**src/hw/rtl/lbavg_pkg.sv**
```systemverilog
package lbavg_pkg;

    localparam int SAMPLE_W = 8;
    localparam int LEVEL_W  = 3;
    localparam int SLOT_W   = 4;
    localparam int ADDR_W   = 4;
    localparam int DATA_W   = 32;

    localparam logic [SAMPLE_W-1:0] THR_ONE_RST   = 8'd40;
    localparam logic [SAMPLE_W-1:0] THR_TWO_RST   = 8'd90;
    localparam logic [SAMPLE_W-1:0] THR_THREE_RST = 8'd150;
    localparam logic [SAMPLE_W-1:0] THR_FOUR_RST  = 8'd220;

    typedef enum logic {
        MODE_SAMPLE = 1'b0,
        MODE_READ   = 1'b1
    } t_mode;

    typedef enum logic {
        KIND_AVG  = 1'b0,
        KIND_READ = 1'b1
    } t_kind;

    typedef enum logic [1:0] {
        REG_THR_ONE   = 2'd0,
        REG_THR_TWO   = 2'd1,
        REG_THR_THREE = 2'd2,
        REG_THR_FOUR  = 2'd3
    } t_reg_idx;

    typedef struct packed {
        logic [SAMPLE_W-1:0] one;
        logic [SAMPLE_W-1:0] two;
        logic [SAMPLE_W-1:0] three;
        logic [SAMPLE_W-1:0] four;
    } t_thr;

    // closed window: push its average into the history
    typedef struct packed {
        logic               push;
        logic [LEVEL_W-1:0] level;
    } t_push;

    // history read reply
    typedef struct packed {
        logic               hit;
        logic [LEVEL_W-1:0] level;
    } t_rd;

endpackage

```
**src/hw/rtl/lbavg_quant.sv**
```systemverilog
module lbavg_quant (
    input  logic [lbavg_pkg::SAMPLE_W-1:0] i_sample,
    input  lbavg_pkg::t_thr                i_thr,
    output logic [lbavg_pkg::LEVEL_W-1:0]  o_level
);

    // thresholds are tested in order; the first one not exceeded wins
    always_comb begin
        priority if (i_sample <= i_thr.one) begin
            o_level = 3'd0;
        end else if (i_sample <= i_thr.two) begin
            o_level = 3'd1;
        end else if (i_sample <= i_thr.three) begin
            o_level = 3'd2;
        end else if (i_sample <= i_thr.four) begin
            o_level = 3'd3;
        end else begin
            o_level = 3'd4;
        end
    end

endmodule

```
**src/hw/rtl/lbavg_win.sv**
```systemverilog
module lbavg_win #(
    parameter int WINDOW_LEN = 59
) (
    input  logic                          i_clk,
    input  logic                          i_rst_n,
    input  logic                          i_step,
    input  logic [lbavg_pkg::LEVEL_W-1:0] i_level,
    output lbavg_pkg::t_push              o_push
);

    localparam int CNT_W = $clog2(WINDOW_LEN + 1);
    localparam int SUM_W = $clog2(4 * WINDOW_LEN + 1);

    // round(sum / W), halves up: level k reached when 2*sum >= (2k-1)*W
    localparam logic [SUM_W:0] RND_1 = (SUM_W+1)'(WINDOW_LEN);
    localparam logic [SUM_W:0] RND_2 = (SUM_W+1)'(3 * WINDOW_LEN);
    localparam logic [SUM_W:0] RND_3 = (SUM_W+1)'(5 * WINDOW_LEN);
    localparam logic [SUM_W:0] RND_4 = (SUM_W+1)'(7 * WINDOW_LEN);

    logic [SUM_W-1:0] r_sum;
    logic [CNT_W-1:0] r_count;
    logic [SUM_W:0]   sum_x2;
    logic             full;
    logic [lbavg_pkg::LEVEL_W-1:0] avg;

    assign sum_x2 = {r_sum, 1'b0};
    assign full   = (r_count >= CNT_W'(WINDOW_LEN));

    always_comb begin
        priority if (sum_x2 >= RND_4) begin
            avg = 3'd4;
        end else if (sum_x2 >= RND_3) begin
            avg = 3'd3;
        end else if (sum_x2 >= RND_2) begin
            avg = 3'd2;
        end else if (sum_x2 >= RND_1) begin
            avg = 3'd1;
        end else begin
            avg = 3'd0;
        end
    end

    assign o_push.push  = i_step && full;
    assign o_push.level = avg;

    always_ff @(posedge i_clk) begin
        if (!i_rst_n) begin
            r_sum   <= '0;
            r_count <= '0;
        end else if (i_step) begin
            if (full) begin
                // start a new window with this level
                r_sum   <= SUM_W'(i_level);
                r_count <= CNT_W'(1);
            end else begin
                r_sum   <= r_sum + SUM_W'(i_level);
                r_count <= r_count + CNT_W'(1);
            end
        end
    end

endmodule

```
**src/hw/rtl/lbavg_hist.sv**
```systemverilog
module lbavg_hist #(
    parameter int HISTORY_LEN = 10
) (
    input  logic                         i_clk,
    input  logic                         i_rst_n,
    input  lbavg_pkg::t_push             i_push,
    input  logic [lbavg_pkg::SLOT_W-1:0] i_slot,
    output lbavg_pkg::t_rd               o_rd
);

    localparam int FILL_W = $clog2(HISTORY_LEN + 1);
    localparam int IDX_W  = (HISTORY_LEN > 1) ? $clog2(HISTORY_LEN) : 1;
    localparam int CMP_W  = (FILL_W > lbavg_pkg::SLOT_W) ? FILL_W : lbavg_pkg::SLOT_W;

    logic [lbavg_pkg::LEVEL_W-1:0] r_hist [HISTORY_LEN];
    logic [FILL_W-1:0]             r_fill;
    logic                          hit;

    // entries at or beyond the fill count are never read, so need no reset
    always_ff @(posedge i_clk) begin
        if (i_push.push) begin
            r_hist[0] <= i_push.level;
            for (int i = 1; i < HISTORY_LEN; i++) begin
                r_hist[i] <= r_hist[i-1];
            end
        end
    end

    always_ff @(posedge i_clk) begin
        if (!i_rst_n) begin
            r_fill <= '0;
        end else if (i_push.push && (r_fill != FILL_W'(HISTORY_LEN))) begin
            r_fill <= r_fill + FILL_W'(1);
        end
    end

    assign hit = (CMP_W'(i_slot) < CMP_W'(r_fill));

    assign o_rd.hit   = hit;
    assign o_rd.level = hit ? r_hist[i_slot[IDX_W-1:0]] : '0;

endmodule

```
**src/hw/rtl/light_level_block_averager_core.sv**
```systemverilog
// Channel | Direction | Handshake                    | Payload
// --------+-----------+------------------------------+-----------------------------------------
// in      | to core   | i_in_valid / o_in_stall      | i_mode, i_raw_sample, i_history_slot
// out     | from core | o_out_valid / i_out_stall    | o_result_kind, o_average_level,
//         |           |                              | o_entry_valid
// cfg     | to core   | psel, penable, pwrite, pready| paddr, pwdata, prdata
//
// One word per cycle sustained while the output is not stalled. A word is held in the input
// register while the quantise/accumulate/round path works on it; its result (a read reply, or
// an average when the sample closes a window) is then registered in the result register.
// Reset is synchronous: thresholds return to 40/90/150/220, the window and history fill
// are cleared; history entries are masked by the fill count, not cleared.
// An output stall holds the result register and reaches o_in_stall only while the input
// register holds a word.
module light_level_block_averager_core #(
    parameter int WINDOW_LEN  = 59,
    parameter int HISTORY_LEN = 10
) (
    input  logic                                i_clk,
    input  logic                                i_rst_n,

    input  logic                                i_in_valid,
    output logic                                o_in_stall,
    input  logic                                i_mode,
    input  logic [lbavg_pkg::SAMPLE_W-1:0]      i_raw_sample,
    input  logic [lbavg_pkg::SLOT_W-1:0]        i_history_slot,

    output logic                                o_out_valid,
    input  logic                                i_out_stall,
    output logic                                o_result_kind,
    output logic [lbavg_pkg::LEVEL_W-1:0]       o_average_level,
    output logic                                o_entry_valid,

    input  logic                                psel,
    input  logic                                penable,
    input  logic                                pwrite,
    input  logic [lbavg_pkg::ADDR_W-1:0]        paddr,
    input  logic [lbavg_pkg::DATA_W-1:0]        pwdata,
    output logic [lbavg_pkg::DATA_W-1:0]        prdata,
    output logic                                pready
);

    lbavg_pkg::t_thr r_thr;

    logic                              r_s1_valid;
    logic                              r_s1_mode;
    logic [lbavg_pkg::SAMPLE_W-1:0]    r_s1_sample;
    logic [lbavg_pkg::SLOT_W-1:0]      r_s1_slot;

    logic                              r_out_valid;
    logic                              r_out_kind;
    logic [lbavg_pkg::LEVEL_W-1:0]     r_out_level;
    logic                              r_out_entry;

    logic                              out_free;
    logic                              advance;
    logic                              is_read;
    logic                              produce;
    logic [lbavg_pkg::LEVEL_W-1:0]     level;
    lbavg_pkg::t_push                  push;
    lbavg_pkg::t_rd                    rd;
    lbavg_pkg::t_reg_idx               reg_idx;
    logic                              cfg_wr;

    // configuration port
    assign pready  = 1'b1;
    assign cfg_wr  = psel && penable && pwrite;
    assign reg_idx = lbavg_pkg::t_reg_idx'(paddr[3:2]);

    always_ff @(posedge i_clk) begin
        if (!i_rst_n) begin
            r_thr.one   <= lbavg_pkg::THR_ONE_RST;
            r_thr.two   <= lbavg_pkg::THR_TWO_RST;
            r_thr.three <= lbavg_pkg::THR_THREE_RST;
            r_thr.four  <= lbavg_pkg::THR_FOUR_RST;
        end else if (cfg_wr) begin
            unique case (reg_idx)
                lbavg_pkg::REG_THR_ONE:   r_thr.one   <= pwdata[7:0];
                lbavg_pkg::REG_THR_TWO:   r_thr.two   <= pwdata[7:0];
                lbavg_pkg::REG_THR_THREE: r_thr.three <= pwdata[7:0];
                lbavg_pkg::REG_THR_FOUR:  r_thr.four  <= pwdata[7:0];
            endcase
        end
    end

    always_comb begin
        unique case (reg_idx)
            lbavg_pkg::REG_THR_ONE:   prdata = lbavg_pkg::DATA_W'(r_thr.one);
            lbavg_pkg::REG_THR_TWO:   prdata = lbavg_pkg::DATA_W'(r_thr.two);
            lbavg_pkg::REG_THR_THREE: prdata = lbavg_pkg::DATA_W'(r_thr.three);
            lbavg_pkg::REG_THR_FOUR:  prdata = lbavg_pkg::DATA_W'(r_thr.four);
        endcase
    end

    // flow control
    assign out_free   = !r_out_valid || !i_out_stall;
    assign advance    = r_s1_valid && out_free;
    assign o_in_stall = r_s1_valid && !out_free;

    // input register
    always_ff @(posedge i_clk) begin
        if (!i_rst_n) begin
            r_s1_valid <= 1'b0;
        end else if (!o_in_stall) begin
            r_s1_valid <= i_in_valid;
        end
    end

    always_ff @(posedge i_clk) begin
        if (i_in_valid && !o_in_stall) begin
            r_s1_mode   <= i_mode;
            r_s1_sample <= i_raw_sample;
            r_s1_slot   <= i_history_slot;
        end
    end

    assign is_read = (r_s1_mode == lbavg_pkg::MODE_READ);

    lbavg_quant u_quant (
        .i_sample (r_s1_sample),
        .i_thr    (r_thr),
        .o_level  (level)
    );

    lbavg_win #(
        .WINDOW_LEN (WINDOW_LEN)
    ) u_win (
        .i_clk   (i_clk),
        .i_rst_n (i_rst_n),
        .i_step  (advance && !is_read),
        .i_level (level),
        .o_push  (push)
    );

    lbavg_hist #(
        .HISTORY_LEN (HISTORY_LEN)
    ) u_hist (
        .i_clk   (i_clk),
        .i_rst_n (i_rst_n),
        .i_push  (push),
        .i_slot  (r_s1_slot),
        .o_rd    (rd)
    );

    assign produce = advance && (is_read || push.push);

    // result register
    always_ff @(posedge i_clk) begin
        if (!i_rst_n) begin
            r_out_valid <= 1'b0;
        end else if (out_free) begin
            r_out_valid <= produce;
        end
    end

    always_ff @(posedge i_clk) begin
        if (produce) begin
            if (is_read) begin
                r_out_kind  <= lbavg_pkg::KIND_READ;
                r_out_level <= rd.level;
                r_out_entry <= rd.hit;
            end else begin
                r_out_kind  <= lbavg_pkg::KIND_AVG;
                r_out_level <= push.level;
                r_out_entry <= 1'b1;
            end
        end
    end

    assign o_out_valid     = r_out_valid;
    assign o_result_kind   = r_out_kind;
    assign o_average_level = r_out_level;
    assign o_entry_valid   = r_out_entry;

endmodule

```
**config.mk**
```make
export PLATFORM = sky130hd
export DESIGN_NAME = light_level_block_averager_core
export DESIGN_NICKNAME = d
export VERILOG_FILES = /design/src/hw/rtl/lbavg_pkg.sv /design/src/hw/rtl/lbavg_quant.sv /design/src/hw/rtl/lbavg_win.sv /design/src/hw/rtl/lbavg_hist.sv /design/src/hw/rtl/light_level_block_averager_core.sv
export SDC_FILE = /design/constraint.sdc
export NUM_CORES = 1
export LEC_CHECK = 0
export BUFFER_PORTS_ARGS = -buffer_cell sky130_fd_sc_hd__buf_2
export CAP_MARGIN = 20
export CORE_UTILIZATION = 40
export CTS_CLUSTER_SIZE = 14
export DETAILED_ROUTE_END_ITERATION = 7
export PLACE_DENSITY = 0.69
export SETUP_SLACK_MARGIN = 0.3
export SYNTH_ARGS = -nofsm -noshare
export SYNTH_HDL_FRONTEND = slang
export SYNTH_SLANG_ARGS = --single-unit
```
**constraint.sdc**
```tcl
create_clock -name i_clk -period 9.5 [get_ports i_clk]
set_input_delay 1.9 -clock i_clk [delete_from_list [all_inputs] [get_ports i_clk]]
set_output_delay 1.9 -clock i_clk [all_outputs]
set_load 0.05 [all_outputs]
```
* Word level (Yosys, flattened, before mapping)
Memories as Yosys holds them, arrays and structs flattened. A register that Yosys moved wholly into a read port is not among the register bits.
Index checks and enable logic that the tools add are counted.
** Word-level totals
- Logic and storage cells :: 71
- Memory bits (writable) :: 30
- Flip-flop bits (word level) :: 70
- Output and inout bits :: 40
- Bits of input ports :: 56
- Memories kept :: 1
** Operators by class
- Magnitude comparators :: 10
- Multiplexer cells :: 17
- Equal/unequal tests :: 4
- Add/sub/neg operators :: 3
- Reductions and logical operators :: 21
** Memories
- u_hist.r_hist :: depth 10, bits a word 3, read ports 10, clocked after Yosys merged registers in 1, write ports 10, RTL line lbavg_hist.sv:15 : logic [lbavg_pkg::LEVEL_W-1:0] r_hist [HISTORY_LEN];
** Operators with widths (number)
- one-hot mux 32 bit (4 select lines) :: 1
- <= comparator 8 bit :: 4
- 2-to-1 mux 3 bit :: 9
- greater-or-equal comparator 9 bit (second input constant) :: 2
- greater-or-equal comparator 9 x 6 -> 1 bit (second input constant) :: 1
- greater-or-equal comparator 9 x 8 -> 1 bit (second input constant) :: 1
- logical AND 1 bit :: 9
- adder 8 x 3 -> 8 bit :: 1
- 2-to-1 mux 8 bit :: 1
- AND reduction 2 bit :: 4
- adder 6 x 1 -> 6 bit (second input constant) :: 1
- greater-or-equal comparator 6 bit (second input constant) :: 1
- 2-to-1 mux 6 bit :: 1
- zero test 1 bit :: 5
- adder 4 x 1 -> 4 bit (second input constant) :: 1
- equality test 2 bit (second input constant) :: 2
- less-than comparator 4 bit :: 1
- 2-to-1 mux 1 bit :: 4
- 2-to-1 mux 4 bit :: 1
- inequality test 4 bit (second input constant) :: 1
- equality test 2 x 1 -> 1 bit (second input constant) :: 1
- zero test 2 bit :: 1
- logical OR 1 bit :: 2

* Longest topological paths before layout
- Depth after elaboration :: 7
- Depth in mapped cells :: 15
- Gate-level depth less buffers :: 15

* Cells and area by module
A second synthesis with hierarchy kept.
** Second synthesis, totals
- Cell total of the unflattened synthesis :: 476
- Area, all modules :: 5390.2 um^2
** By module, submodules not included
- light_level_block_averager_core :: seq. area each 1221.2 um^2, area an instance 2392.3 um^2, cells an instance 195, instances 1
- lbavg_hist :: seq. area each 980.9 um^2, area an instance 1441.4 um^2, cells an instance 82, instances 1
- lbavg_quant :: seq. area each 0.0 um^2, area an instance 804.5 um^2, cells an instance 113, instances 1
- lbavg_win :: seq. area each 280.3 um^2, area an instance 752.0 um^2, cells an instance 86, instances 1

* Worst setup path after synthesis
No wires, ideal clock.
- Path kind :: input port to output port
- Start :: in paddr[2] in the netlist's numbering
- End :: out prdata[0] in the netlist's numbering
- Arrival :: 2.868 ns
- Required time :: 7.600 ns
- Buffers on the path :: 1
- Slack :: 4.732 ns
- Stages on the path :: 2
- Cell sequence :: buf_2 mux4_2
** On the way
- Word-level cells in the longest chain between the ends :: 2
- Elaborated cells on any way between the ends :: 5
- Classes of those cells :: 3 x eq/ne; 1 x mux; 1 x reduce/logical
** Ends and longest elaborated chain
- start, declared :: RTL line light_level_block_averager_core.sv:37 : input logic [lbavg_pkg::ADDR_W-1:0] paddr,
- equality test 2 bit (tied with other cells) :: RTL line light_level_block_averager_core.sv:87 : unique case (reg_idx)
- one-hot mux 32 bit (4 select lines) * :: RTL line light_level_block_averager_core.sv:87
- end, declared :: RTL line light_level_block_averager_core.sv:39 : output logic [lbavg_pkg::DATA_W-1:0] prdata,
Every way passes the cells marked *; elsewhere a longest branch is shown, timed or not. The select of a mux whose other input is x is not followed.

* Worst setup path in the final report
- Start :: in paddr[2] in the netlist's numbering
- End :: out prdata[4] in the netlist's numbering
The elaborated chain is that of the path after synthesis.

==> metrics list <==
- Gates resized during post-CTS repair numbered 0.
- During placement, the flow inserted port buffers numbering 44.
* First-pass GRT wire length: 17.4 mm
* Setup TNS Final: 0 ns
- dfxtp_1 is the most common cell in the netlist.
* Post-DRT Antenna Nets: 0
* Antenna fix cells: 0
* Final number of hold-violating endpoints: 0
- During I/O placement, the number of pins put on the boundary was 96.
- Maximum clock frequency: 203 MHz
* Detailed-placement wirelength estimate: 7.54 mm
- Clock-pin slew was measured on the worst setup and hold paths at 0.08 ns.
- In this run, CTS created clock tree buffers numbering 9.
* Vias in the first global route: 3565
- Mapped Cells: 488
* Synth cell types: 49
- Global routing finished with a remaining overflow of 0.
- In the post-synthesis netlist, the biggest area contributors are edfxtp_1 27%, dfxtp_1 21%, ha_1 9.5%.
* TritonCTS clock tree: yes
- The critical path is of the input pin to primary output type.
* Number of design-rule violations left by the first detailed-router iteration: 170
- The synthesized netlist devotes 1.61% of its cell area to XOR and XNOR gates.
- Die H: 118 µm
- The clock drives 104 sinks.
- Cell internal power was estimated by the tool at 0.000696 W.
- Summing the areas of all compound-gate instances in the mapped netlist gives 9.32% of the synthesized area.
- The share of synthesized area in the top cell type comes to 26.6%.
- Most frequently used flop master after synthesis: dfxtp_1
- Avg Cell Area, Syn: 11.1 µm²
- Total length of routed wires: 10.3 mm
- At the worst endpoint, the required time is 7.60 ns.
* Layout Area Growth over Synthesis: 10.9%
- Total core area: 13200 µm²
* Post-Synthesis Cell Area: 5430 µm²
- Category of the worst setup path capture point: primary output
- Most numerous cell types in the synthesized netlist: 56 x dfxtp_1, 52 x nand2_1, 48 x edfxtp_1
- In the synthesized netlist the async set-or-reset flop fraction comes to 0%.
- Maximum fanout along the worst path: 11
* Count of nets after finishing: 627
* Portion of total power attributed to combinational logic: 10.0%
* Proportion of synthesized area in mux cells: 12.2%
* Number of detailed-routing iterations run before antenna repair: 4
- Minimum clock period after layout: 4.94 ns
* Die Area: 14000 µm²
* Post-Synth Simple-Gate Area: 12.1%
- Final routed DRC violation total: 0
- Worst slew margin: 33.5%
- Cells fill 45.5% of the core in the end.
- The synthesized design contains 48 enable-type register cells.
- Entering global routing, the biggest net connects 46 pins.
* Starting density of the core: 41.0%
* Arr. time, crit path: 3.04 ns
- IR analysis of the VDD net gives a maximum drop of 0.000105 V.
- Detail-routed net length per standard cell: 14.5 µm
- In this run, post-CTS hold repair placed 0 buffers.
- Critical Path Source Type: input pin
* Global-route usage over all layers: 15.8%
- Dividing total power by cell area gives a power density of 160 nW/µm².
* Number of vias per cell after detailed routing: 5.04
- Worst-case clock buffer depth: 2
- Routability-driven placement finished with a final weighted congestion of 0.868.
- In this run the power spent charging and discharging nets is 0.000267 W.
* Count of warnings emitted by yosys: 0
- Final setup vio count: 0
- Largest family of logic cells by synthesized area: multiplexers
* Yosys reg bits: 104
- Post CTS Setup Buffer Count: 0
- The run finished with clean final reports.
* Clock network power share: 39.7%
- Leakage power: 2.61 nW
- The worst hold path belongs to the class register to register.
- Number of maximum-capacitance constraint violations: 0
- # H-tree levels: 3
- The initial antenna violation count came to 0.
- Net switching fraction of the power: 27.7%
* Share of power burned in registers: 50.2%
- The die is 118 µm wide.
- The synthesized netlist devotes 9.82% of its cell area to adder and majority cells.
- The detailed router placed 3580 vias in this run.
- The floorplan has 42 rows.
* Final setup skew: 0.00791 ns
* Insertion delay to the later sink of the worst-skew pair: 0.36 ns
* Pin slew with the least headroom to its limit: 0.995 ns
- Of the cells placed in the final design, the portion with a size suffix greater than 1 is 15.2%.
- Share of the cycle needed by the critical path after routing: 52.0%
* Proportion of synthesized chip area in sequential cells: 47.2%
- Setup repair after global routing left no endpoint under its margin.
* CTS Root Cell: clkbuf_16
- Library cell with the largest summed area after synthesis: edfxtp_1
- The final-report max-slew violation count is 0.
sequential cells by signal, summed over array words and instances (netlist names), named ones only:
name / count
u_hist.r_hist: 30
o_out_valid: 1
r_s1_sample: 8
o_average_level: 3
u_win.r_count: 6
r_s1_slot: 4
is_read: 1
o_entry_valid: 1
r_s1_valid: 1
u_win.r_sum: 8
r_thr: 32
u_hist.r_fill: 4
o_result_kind: 1
power groups by stage:
stage | logic [W] | registers [W] | clock network [W]
after floorplan | 0.0000833 | 0.000492 | 0
after global placement | 0.0000949 | 0.000493 | 0
after detailed placement | 0.0000969 | 0.000494 | 0
after CTS | 0.0000973 | 0.000484 | 0.000392
after global routing | 0.000106 | 0.000485 | 0.000408
final | 0.0000967 | 0.000484 | 0.000383
stage by stage:
| step | hold WS (ns) | cell area [µm²] | total power [W] | setup slack, ns | instances |
|---|---|---|---|---|---|
| after detailed placement | 0.427 | 5710 | 0.000591 | 4.54 | 694 |
| after CTS | 0.445 | 6020 | 0.000973 | 4.54 | 710 |
| final | 0.446 | 6020 | 0.000963 | 4.56 | 710 |
| after global placement | 0.425 | 5710 | 0.000588 | 4.54 | 694 |
| after global routing | 0.464 | 6020 | 0.000999 | 4.51 | 710 |
| after floorplan | 0.417 | 5510 | 0.000576 | 4.73 | 511 |
placed cells by master, fill, tap and decap left out, types with 13 or more instances in the layout:
cell / n
a21oi_1: 20
buf_2: 44
conb_1: 25
dfxtp_1: 56
edfxtp_1: 48
ha_1: 41
inv_1: 41
mux2i_1: 29
nand2_1: 52
nand4_1: 13
nor2_1: 15
nor2b_1: 24
routing by layer:
metal | share of wire (%) | global-route usage [%]
met2 | 47 | 26.3
met1 | 47 | 20.1
met3 | 3.8 | 4.01
met5 | 0 | 0
met4 | 1.5 | 4.98
path summary, 6_finish.rpt:
check	startpoint	to	slack (ns)	cells after the start
setup / recovery	paddr[2]	prdata[4]	4.56	3
hold / removal	u_hist.r_hist[4][1]$_DFFE_PP_	u_hist.r_hist[5][1]$_DFFE_PP_	0.45	0
setup reg to reg	r_s1_sample[1]$_DFFE_PP_	u_win.r_sum[6]$_SDFFE_PN0P_	6.26	14
hold reg to reg	u_hist.r_hist[4][1]$_DFFE_PP_	u_hist.r_hist[5][1]$_DFFE_PP_	0.45	0
worst max-delay path, stage by stage:
cell	delay (ns)
buf_2	0.33
mux4_2	0.57
buf_2	0.23
cell type report:
type | count | area [µm²]
clock buffers | 9 | 225
clock inverters | 7 | 88.8
fillers | 1251 | 7220
inverters | 41 | 154
multi-input cells | 328 | 2540
flip-flops and latches | 104 | 2560
well taps | 176 | 220
repair buffers | 45 | 228
cells by family (layout without fill, tap and decap cells):
| kind of cell | count (synthesis) | after routing |
|---|---|---|
| fa+ha+maj | 42 | 42 |
| other cells | 2 | 25 |
| xor+xnor | 10 | 10 |
| buf+inv | 79 | 102 |
| mux | 46 | 46 |
| simple gates | 132 | 132 |
| compound gates | 73 | 73 |
| flops | 104 | 104 |
Note: power is estimated with default switching activity, not from simulation.
